[src/rtl/x86rel_pkg.sv]
package x86rel_pkg;

  typedef enum logic [1:0] {
    STATUS_OK    = 2'd0,
    STATUS_RANGE = 2'd1,
    STATUS_LOOP  = 2'd2
  } status_t;

  localparam logic [7:0] MODRM_RIP_MASK  = 8'hC7;
  localparam logic [7:0] MODRM_RIP_VALUE = 8'h05;
  localparam logic [7:0] OP_JMP_REL8     = 8'hEB;
  localparam logic [7:0] OP_JMP_REL32    = 8'hE9;
  localparam logic [7:0] OP_CALL_REL32   = 8'hE8;
  localparam logic [7:0] OP_HIGH_MASK    = 8'hF0;
  localparam logic [7:0] OP_JCC_SHORT    = 8'h70;
  localparam logic [7:0] OP_ESCAPE       = 8'h0F;
  localparam logic [7:0] OP_JCC_NEAR     = 8'h80;
  localparam logic [7:0] OP_LOOP_MASK    = 8'hFC;
  localparam logic [7:0] OP_LOOP_BASE    = 8'hE0;
  localparam logic [7:0] OP_INDIRECT     = 8'hFF;
  localparam logic [7:0] MODRM_JMP_ABS   = 8'h25;
  localparam logic [7:0] MODRM_CALL_ABS  = 8'h15;
  localparam logic [7:0] CALL_SKIP_DISP  = 8'h02;
  localparam logic [7:0] JMP_SKIP_ADDR   = 8'h08;
  localparam logic [7:0] JCC_SKIP_JUMP   = 8'h0E;

  localparam int unsigned BUF_BYTES  = 16;
  localparam int unsigned INSN_BYTES = 15;

  typedef logic [7:0] code_buf_t [BUF_BYTES];

endpackage

[src/rtl/x86_instruction_relocator_core.sv]
// Relocates one decoded x86-64 instruction per input beat and streams the
// rewritten code one byte per output beat, final_byte marking the last byte of
// the instruction. Rip-relative operands are re-based, relative jmp, call and
// conditional branches are expanded into indirect jumps through an embedded
// 64-bit address (address_field_start marks its first byte), loop opcodes and
// out-of-range displacements give one zero byte carrying the error status, and
// anything else is copied; a copy of length zero gives no output. An input
// beat reaches the output through an input register, a decode register and
// the output buffer. The buffer drains one byte per cycle while out_ready is
// high; an instruction holds it until its output bytes are all taken, 1 to 15
// for copies and errors, 14 for jmp, 16 for call and conditional branches, and
// that drain sets the sustained intake.
module x86_instruction_relocator_core (
  input  logic         clk,
  input  logic         rst,
  input  logic         in_valid,
  output logic         in_ready,
  input  logic [63:0]  insn_bytes_low,
  input  logic [55:0]  insn_bytes_high,
  input  logic [3:0]   insn_length,
  input  logic [7:0]   modrm_byte,
  input  logic [7:0]   opcode_first,
  input  logic [7:0]   opcode_second,
  input  logic [3:0]   disp_position,
  input  logic [3:0]   imm_position,
  input  logic [63:0]  source_address,
  input  logic [63:0]  target_address,
  output logic         out_valid,
  input  logic         out_ready,
  output logic [7:0]   code_byte,
  output logic         final_byte,
  output logic [1:0]   status,
  output logic         address_field_start
);
  import x86rel_pkg::*;

  // input register
  logic         v1;
  logic [63:0]  lo1;
  logic [55:0]  hi1;
  logic [3:0]   len1;
  logic [7:0]   modrm1;
  logic [7:0]   op0_1;
  logic [7:0]   op1_1;
  logic [3:0]   dpos1;
  logic [3:0]   ipos1;
  logic [63:0]  src1;
  logic [63:0]  dst1;

  // decode register
  logic         v2;
  code_buf_t    buf2;
  logic [4:0]   cnt2;
  logic [3:0]   addr2;
  logic         has_addr2;
  logic         rip2;
  logic         loop2;
  logic [3:0]   dpos2;
  logic [63:0]  a2;
  logic [63:0]  b2;

  // output buffer
  logic         v3;
  code_buf_t    buf3;
  logic [3:0]   last3;
  logic [3:0]   addr3;
  logic         has_addr3;
  logic         err3;
  status_t      status3;
  logic [3:0]   idx3;

  logic         out_last;
  logic         s3_free;
  logic         move2;
  logic         move1;
  logic         take_in;

  assign out_last = (idx3 == last3);
  assign s3_free  = !v3 || (out_ready && out_last);
  assign move2    = v2 && s3_free;
  assign move1    = v1 && (!v2 || move2);
  assign in_ready = !v1 || move1;
  assign take_in  = in_valid && in_ready;

  // stage 1 decode
  logic [151:0] ext1;
  logic [31:0]  disp_word;
  logic [31:0]  imm_word;
  logic         imm_wide;
  logic [63:0]  imm64;
  logic [63:0]  len64;
  logic [63:0]  jump_target;
  logic [63:0]  a_val;
  logic [63:0]  b_val;
  logic         is_rip;
  logic         is_jmp;
  logic         is_call;
  logic         is_jcc_short;
  logic         is_jcc_near;
  logic         is_loop;
  code_buf_t    buf_next;
  logic [4:0]   cnt_next;
  logic [3:0]   addr_next;
  logic         has_addr_next;

  assign ext1      = {32'h0, hi1, lo1};
  assign disp_word = 32'(ext1 >> {dpos1, 3'b000});
  assign imm_word  = 32'(ext1 >> {ipos1, 3'b000});
  assign imm_wide  = (op0_1 == OP_JMP_REL32) || (op0_1 == OP_CALL_REL32) ||
                     (op0_1 == OP_ESCAPE);
  assign imm64     = imm_wide ? {{32{imm_word[31]}}, imm_word}
                              : {{56{imm_word[7]}}, imm_word[7:0]};
  assign len64       = {60'h0, len1};
  assign jump_target = src1 + len64 + imm64;
  assign a_val       = src1 + len64 + {{32{disp_word[31]}}, disp_word};
  assign b_val       = dst1 + len64;

  assign is_rip       = (modrm1 & MODRM_RIP_MASK) == MODRM_RIP_VALUE;
  assign is_jmp       = (op0_1 == OP_JMP_REL8) || (op0_1 == OP_JMP_REL32);
  assign is_call      = (op0_1 == OP_CALL_REL32);
  assign is_jcc_short = (op0_1 & OP_HIGH_MASK) == OP_JCC_SHORT;
  assign is_jcc_near  = (op0_1 == OP_ESCAPE) && ((op1_1 & OP_HIGH_MASK) == OP_JCC_NEAR);
  assign is_loop      = (op0_1 & OP_LOOP_MASK) == OP_LOOP_BASE;

  always_comb begin
    for (int k = 0; k < BUF_BYTES; k++) begin
      buf_next[k] = 8'h00;
    end
    cnt_next      = {1'b0, len1};
    addr_next     = 4'd0;
    has_addr_next = 1'b0;
    priority if (is_rip) begin
      for (int k = 0; k < INSN_BYTES; k++) begin
        buf_next[k] = ext1[8*k +: 8];
      end
    end else if (is_jmp) begin
      buf_next[0] = OP_INDIRECT;
      buf_next[1] = MODRM_JMP_ABS;
      for (int k = 0; k < 8; k++) begin
        buf_next[6+k] = jump_target[8*k +: 8];
      end
      cnt_next      = 5'd14;
      addr_next     = 4'd6;
      has_addr_next = 1'b1;
    end else if (is_call) begin
      buf_next[0] = OP_INDIRECT;
      buf_next[1] = MODRM_CALL_ABS;
      buf_next[2] = CALL_SKIP_DISP;
      buf_next[6] = OP_JMP_REL8;
      buf_next[7] = JMP_SKIP_ADDR;
      for (int k = 0; k < 8; k++) begin
        buf_next[8+k] = jump_target[8*k +: 8];
      end
      cnt_next      = 5'd16;
      addr_next     = 4'd8;
      has_addr_next = 1'b1;
    end else if (is_jcc_short || is_jcc_near) begin
      buf_next[0] = is_jcc_short ? (op0_1 ^ 8'h01)
                                 : (OP_JCC_SHORT | {4'h0, op1_1[3:0] ^ 4'h1});
      buf_next[1] = JCC_SKIP_JUMP;
      buf_next[2] = OP_INDIRECT;
      buf_next[3] = MODRM_JMP_ABS;
      for (int k = 0; k < 8; k++) begin
        buf_next[8+k] = jump_target[8*k +: 8];
      end
      cnt_next      = 5'd16;
      addr_next     = 4'd8;
      has_addr_next = 1'b1;
    end else if (is_loop) begin
      cnt_next = 5'd1;
    end else begin
      for (int k = 0; k < INSN_BYTES; k++) begin
        buf_next[k] = ext1[8*k +: 8];
      end
    end
  end

  // stage 2 range check and displacement patch
  logic [64:0]  diff;
  logic         range_err;
  logic [31:0]  new_disp;
  code_buf_t    patched;
  logic [4:0]   rel;

  assign diff      = {1'b0, a2} - {1'b0, b2};
  assign range_err = diff[64] ? !(&diff[63:31]) : (|diff[63:31]);
  assign new_disp  = diff[31:0];

  always_comb begin
    patched = buf2;
    rel     = 5'd0;
    if (rip2) begin
      for (int j = 0; j < INSN_BYTES; j++) begin
        rel = 5'(j) - {1'b0, dpos2};
        if ((5'(j) >= {1'b0, dpos2}) && (rel < 5'd4)) begin
          patched[j] = new_disp[8*rel[1:0] +: 8];
        end
      end
    end
  end

  always_ff @(posedge clk) begin
    if (rst) begin
      v1 <= 1'b0;
    end else if (take_in) begin
      v1 <= 1'b1;
    end else if (move1) begin
      v1 <= 1'b0;
    end
    if (take_in) begin
      lo1    <= insn_bytes_low;
      hi1    <= insn_bytes_high;
      len1   <= insn_length;
      modrm1 <= modrm_byte;
      op0_1  <= opcode_first;
      op1_1  <= opcode_second;
      dpos1  <= disp_position;
      ipos1  <= imm_position;
      src1   <= source_address;
      dst1   <= target_address;
    end
  end

  always_ff @(posedge clk) begin
    if (rst) begin
      v2 <= 1'b0;
    end else if (move1) begin
      v2 <= 1'b1;
    end else if (move2) begin
      v2 <= 1'b0;
    end
    if (move1) begin
      buf2      <= buf_next;
      cnt2      <= cnt_next;
      addr2     <= addr_next;
      has_addr2 <= has_addr_next;
      rip2      <= is_rip;
      loop2     <= !is_rip && !is_jmp && !is_call && !is_jcc_short && !is_jcc_near &&
                   is_loop;
      dpos2     <= dpos1;
      a2        <= a_val;
      b2        <= b_val;
    end
  end

  always_ff @(posedge clk) begin
    if (rst) begin
      v3   <= 1'b0;
      idx3 <= 4'd0;
    end else if (move2) begin
      // drop copies of length zero
      v3   <= (cnt2 != 5'd0) || (rip2 && range_err);
      idx3 <= 4'd0;
    end else if (v3 && out_ready) begin
      if (out_last) begin
        v3 <= 1'b0;
      end else begin
        idx3 <= idx3 + 4'd1;
      end
    end
    if (move2) begin
      buf3      <= patched;
      addr3     <= addr2;
      has_addr3 <= has_addr2;
      if (loop2) begin
        err3    <= 1'b1;
        status3 <= STATUS_LOOP;
        last3   <= 4'd0;
      end else if (rip2 && range_err) begin
        err3    <= 1'b1;
        status3 <= STATUS_RANGE;
        last3   <= 4'd0;
      end else begin
        err3    <= 1'b0;
        status3 <= STATUS_OK;
        last3   <= 4'(cnt2 - 5'd1);
      end
    end
  end

  assign out_valid           = v3;
  assign code_byte           = err3 ? 8'h00 : buf3[idx3];
  assign final_byte          = out_last;
  assign status              = status3;
  assign address_field_start = !err3 && has_addr3 && (idx3 == addr3);

endmodule
[config.mk]
export PLATFORM = sky130hd
export DESIGN_NAME = x86_instruction_relocator_core
export DESIGN_NICKNAME = d
export VERILOG_FILES = /design/src/rtl/x86rel_pkg.sv /design/src/rtl/x86_instruction_relocator_core.sv
export SDC_FILE = /design/constraint.sdc
export NUM_CORES = 2
export LEC_CHECK = 0
export BUFFER_PORTS_ARGS = -buffer_cell sky130_fd_sc_hd__buf_2
export CAP_MARGIN = 5
export CORE_UTILIZATION = 60
export DETAILED_ROUTE_END_ITERATION = 8
export PLACE_DENSITY = 0.79
export SLEW_MARGIN = 40
export SYNTH_ARGS = -nofsm -noshare
export SYNTH_HDL_FRONTEND = slang
export SYNTH_SLANG_ARGS = --single-unit
[constraint.sdc]
create_clock -name clk -period 34 [get_ports clk]
set_input_delay 6.8 -clock clk [delete_from_list [all_inputs] [get_ports clk]]
set_output_delay 6.8 -clock clk [all_outputs]
set_load 0.1 [all_outputs]
# Word level (Yosys, flattened, before mapping)
# Index checks and enable logic that the tools add are counted.
[totals] regBits=703 latchBits=0 ramBits=0 rom_bits=0 input_bits=288 out_inout_bits=14 wordCells=264 n_memories=0
[op_classes] add_sub_neg=22 n_mul=0 div_mod_pow=0 n_lt_le_gt_ge=31 eq_ne=10 shift=17 muxes=58 bitwise=4 n_reduce_logical=60
[op_table] cell="two-way mux 120 bit" n=5
[op_table] cell="variable part select 32 x 6 -> 8 bit" n=15
[op_table] cell=">> shifter 120 x 7 -> 32 bit" n=2
[op_table] cell="two-way mux 8 bit" n=20
[op_table] cell="adder 64 x 4 -> 64 bit" n=2
[op_table] cell="adder 64 bit" n=2
[op_table] cell="two-way mux 64 bit" n=2
[op_table] cell="two-way mux 32 bit" n=3
[op_table] cell="two-way mux 80 bit" n=1
[op_table] cell="< comparator 5 x 3 -> 1 bit, second input constant" n=15
[op_table] cell="subtractor 64 x 64 -> 65 bit" n=1
[op_table] cell="two-way mux 56 bit" n=1
[op_table] cell="two-way mux 24 bit" n=2
[op_table] cell="subtractor 4 x 4 -> 5 bit, first input constant" n=7
[op_table] cell="AND reduction 33 bit" n=1
[op_table] cell="OR reduction 33 bit" n=1
[op_table] cell="binary-select mux 8 bit (select 4 bit)" n=1
[op_table] cell="two-way mux 16 bit" n=2
[op_table] cell="logical AND 1 bit" n=29
[op_table] cell="greater-or-equal comparator 4 bit, first input constant" n=7
[op_table] cell="equality test 8 bit, second input constant" n=3
[op_table] cell="two-way mux 4 bit" n=5
[op_table] cell="subtractor 3 x 4 -> 5 bit, first input constant" n=4
[op_table] cell="greater-or-equal comparator 3 x 4 -> 1 bit, first input constant" n=4
[op_table] cell="25 further kinds" n=67

# Longest topological paths before layout
[depth] word_depth=9 ltp_mapped=28 mapped_depth_nobuf=26

# Worst setup path after synthesis
# Ideal clock, no wire load.
[synth_path] path_type="input-to-reg" from="input out_ready" to="register a2[0] (enable)" setup_ns=1.305 t_arrival_ns=26.482 required_ns=32.695 setup_slack_ns=6.213 path_stages=2 cell_sequence="a21boi_1 a21boi_0"
[synth_between] elab_chain_cells=5
[synth_lines] element="from (decl)" line_no="x86_instruction_relocator_core.sv:29" source="input logic out_ready,"
[synth_lines] element="logical AND 1 bit" line_no="x86_instruction_relocator_core.sv:79" source="assign s3_free = !v3 || (out_ready && out_last);"
[synth_lines] element="logical OR 1 bit" line_no="x86_instruction_relocator_core.sv:79"
[synth_lines] element="logical AND 1 bit" line_no="x86_instruction_relocator_core.sv:80" source="assign move2 = v2 && s3_free;"
[synth_lines] element="logical OR 1 bit" line_no="x86_instruction_relocator_core.sv:81" source="assign move1 = v1 && (!v2 || move2);"
[synth_lines] element="logical AND 1 bit" line_no="x86_instruction_relocator_core.sv:81"
[synth_lines] element="via move1" line_no="x86_instruction_relocator_core.sv:75" source="logic move1;"
[synth_lines] element="to (signal assigned)" line_no="x86_instruction_relocator_core.sv:241" source="a2 <= a_val;"
[synth_lines] element="to (decl)" line_no="x86_instruction_relocator_core.sv:59" source="logic [63:0] a2;"
# The timed path passes the listed nets, and every way through them passes these cells.
# A chain may end at the register's enable or synchronous reset.

# Final worst setup path
[layout_path] from="input out_ready" to="output in_ready"
[layout_between] elab_chain_cells=6
[layout_lines] element="logical AND 1 bit" line_no="x86_instruction_relocator_core.sv:79"
[layout_lines] element="logical OR 1 bit" line_no="x86_instruction_relocator_core.sv:79"
[layout_lines] element="logical AND 1 bit" line_no="x86_instruction_relocator_core.sv:80"
[layout_lines] element="logical OR 1 bit" line_no="x86_instruction_relocator_core.sv:81"
[layout_lines] element="logical AND 1 bit" line_no="x86_instruction_relocator_core.sv:81"
[layout_lines] element="logical OR 1 bit" line_no="x86_instruction_relocator_core.sv:82" source="assign in_ready = !v1 || move1;"
[layout_lines] element="to (decl)" line_no="x86_instruction_relocator_core.sv:17" source="output logic in_ready,"
# No other way between the ends.

==> qor.yml <==
cells_and_area:
  num-fill-cells: 5648
  fin_nets: 4926
  drive_above_1_share_pct: 18.1
  syn2layout_area_growth_pct: 10.7
floorplanning:
  fp-row-count: 101
  die-area_mm2: 0.0783
  core_area_mm2: 0.0762
  num_io_pins: 302
  die_w_um: 280
  fp.dieH_um: 280
  initial_core_util_pct: 60.8
power:
  p_leak_nw: 19.6
  p_int_mw: 1.72
  switching_share_pct: 34.3
  p_total_mw: 2.62
  pwr-share-seq_pct: 40.4
  p_sw_mw: 0.899
  comb_power_share_pct: 29.6
  power.density_mw_per_mm2: 51.1
  p_clk_share_pct: 30.0
  ir_worst_vdd_uv: 54.1
setup_path:
  critPathRequiredTime_ns: 27.20
  worstSetupStartpointType: "input pin"
  path_cells: "buf_2 -> a21boi_2 -> nand3_1 -> buf_2"
  cp.arrival_ns: 7.91
  r2r-start: "ipos1[0]"
  critical_path_class: "in2out"
  cp_max_fo: 7
  rr_endpoint: "buf2[16]"
  path_common_cell: "buf_2"
  path_buf_inv: 2
  end_kind: "output port"
  rrSetupSlack_ns: 25.79
  slowest_stage: "a21boi_2"
  crit_family: "compound AO/OA/AOI/OAI gates"
  slowest_delay_ns: 0.47
  r2r_cells: 20
synthesis:
  ys_top_cells_by_count: "edfxtp_1, nand2_1, a21oi_1"
  yosysTopAreaCell: "edfxtp_1"
  synth_area_mm2: 0.0463
  synthTopCellsByArea: "edfxtp_1, mux4_2, ha_1, xnor2_1, mux2_2"
  avgSynthCellArea_um2: 11.0
  synth_edf_count: 688
  ys.flop_type: "edfxtp_1"
  async_flop_share_pct: 0
  synth.distinct_cells: 84
  synth.most_common_cell: "edfxtp_1"
  ys_warn_count: 0
  synth-seq-area-share_pct: 44.9
  synth_top_area_share_pct: 44.6
  synth_seq_cells: 695
  synth_fp_nets: 4720
  syn-instance-count: 4213
timing:
  final_max_slew_viol_count: 0
  rsz0062_at_grt: "false"
  fin_crit_sh_pct: 43.3
  hold_viol_final: 0
  setup_viol: 0
  fmax_mhz: 68.0
  final.setup.tns_ns: 0
  fin_crit_ns: 14.71
  worst_slew_pin_slew_ns: 0.981
  fin_skew_ns: 0.0296
  relSlewSlack_pct: 34.1
route:
  vias: 37400
  firstDrtPassIters: 8
  wl_met1_um: 59700
  wl_um: 154000
  drc: 0
  ant_nets: 0
  dr_wl_met2_um: 64000
  via_per_inst: 6.78
  highest_layer: "met5"
  wl_met3_um: 20400
  drtIter0Drc: 5843
  wl_per_cell_um: 27.9
cts:
  clock_latency_ns: 0.64
  hold_buffers: 0
  clk_path_buf_depth: 3
  cts_tree: "done"
  cts_setup_buffers: 0
  h-tree-depth: 3
  cts_sinks: 695
  cts_buffers: 71
  clkTransAtPathRegs_ns: 0.06
  cts_root_buffer: "clkbuf_16"
  cts-resized-gates: 0
hold_path:
  holdCritPathClass: "reg2reg"
  hold_depth: 0
  hold_start: "buf2[6]"
  hold-path-endpoint: "buf3[6]"
grt:
  gr-total-overflow: 0
  antenna_found_initial: 8
  grt_pass1_vias: 34000
  grt_usage_pct: 38.5
  grt_pass1_wl_um: 220000
  grt_max_degree: 119
placement:
  io_buffers: 298
  hpwl_um: 116000
  gp_congestion: 1.04
job:
  drv_cap: 0
outcome:
  outcome: "complete, no violations"
[layer usage]
| metal | global-route usage, % | vias up |
|---|---|---|
| li1 | - | 16500 |
| met4 | 20.6 | 4 |
| met2 | 54.7 | 2639 |
| met5 | 0 | - |
| met3 | 10.2 | 386 |
| met1 | 53.8 | 17900 |
[stage by stage]
step           hold WS [ns]  std cells  utilization (%)  cell area [µm²]  setup WS [ns]
2_1_floorplan         0.400       4213                -            46300           6.21
3_3_place_gp          0.402       5371             63.9            48700          19.12
3_5_place_dp          0.407       5375             64.1            48900          19.05
4_1_cts               0.402       5504             67.2            51200          19.00
5_1_grt               0.413       5505             67.3            51300          19.24
6_report              0.405       5512             67.3            51300          19.29
[logic make-up (layout without fill, tap and decap cells)]
kind of cell | count (synthesis) | count (layout) | share of synthesized area [%]
flops | 695 | 695 | 44.9
compound gates | 1056 | 1056 | 14.3
simple gates | 1107 | 1107 | 11.4
xor+xnor | 306 | 306 | 5.79
other cells | 0 | 7 | 0
fa+ha+maj | 219 | 219 | 6.00
mux | 468 | 468 | 14.6
buf+inv | 362 | 624 | 2.96
[cell usage in the layout, fill, tap and decap left out, drive strengths merged, types with 101 or more instances in the layout]
cell / count
a21oi: 326
inv: 151
xor2: 110
mux2: 149
nor2: 285
edfxtp: 688
o21ai: 272
mux2i: 167
mux4: 152
xnor2: 196
nand2: 351
ha: 214
a21o: 101
buf: 342
[how the worst max path moves through the flow]
stage	startpoint	endpoint	depth (start not counted)
floorplan	out_ready	a2[0]	2
detailed placement	out_ready	in_ready	4
global placement	out_ready	in_ready	4
global route	out_ready	in_ready	4
finish	out_ready	in_ready	4
CTS	out_ready	in_ready	4
[flip-flops by register name (all words and copies together), names as in the netlist, 5 cells and up]
| name | flops |
|---|---|
| buf2 | 128 |
| buf3 | 128 |
| a2 | 64 |
| b2 | 64 |
| dst1 | 64 |
| lo1 | 64 |
| src1 | 64 |
| hi1 | 56 |
| op0_1 | 8 |
| op1_1 | 8 |
| cnt2 | 5 |
| modrm1 | 5 |
[final cells by class]
cell class / instances / area (µm²) / share of cell area (%)
inverter: 153 / 576 / 1.12
timing repair buffer: 342 / 1940 / 3.78
multi-input combinational: 3156 / 24300 / 47.4
antenna: 7 / 17.5 / 0.0342
tap: 1030 / 1290 / 2.51
clock buffer: 91 / 1870 / 3.65
clock inverter: 38 / 463 / 0.903
sequential: 695 / 20800 / 40.6
[power groups by stage]
stage | registers [mW] | clock network [mW] | logic [mW]
after detailed placement | 1.07 | 0 | 0.740
after CTS | 1.05 | 0.790 | 0.747
after global placement | 1.07 | 0 | 0.730
final | 1.06 | 0.785 | 0.774
after global routing | 1.06 | 0.820 | 0.811
after floorplan | 1.07 | 0 | 0.487
[worst register-to-register path, cell delays in order (launching register included)]
cell and delay [ns]:
edfxtp_1 0.34, buf_6 0.50, buf_6 0.65, mux2i_1 0.24, mux2_2 0.31, a221oi_1 0.72, nor2_2 0.06, buf_4 0.25
a21oi_1 0.42, ha_1 0.41, nand2_1 0.14, nor2_1 0.05, and3_1 0.20, or4_1 0.61, a31oi_1 0.37, o41ai_1 0.22
a221o_1 0.41, a221o_1 0.40, a31oi_1 0.22, xor2_1 0.79, o221ai_1 0.53
Note: power is estimated with default switching activity, not from simulation.
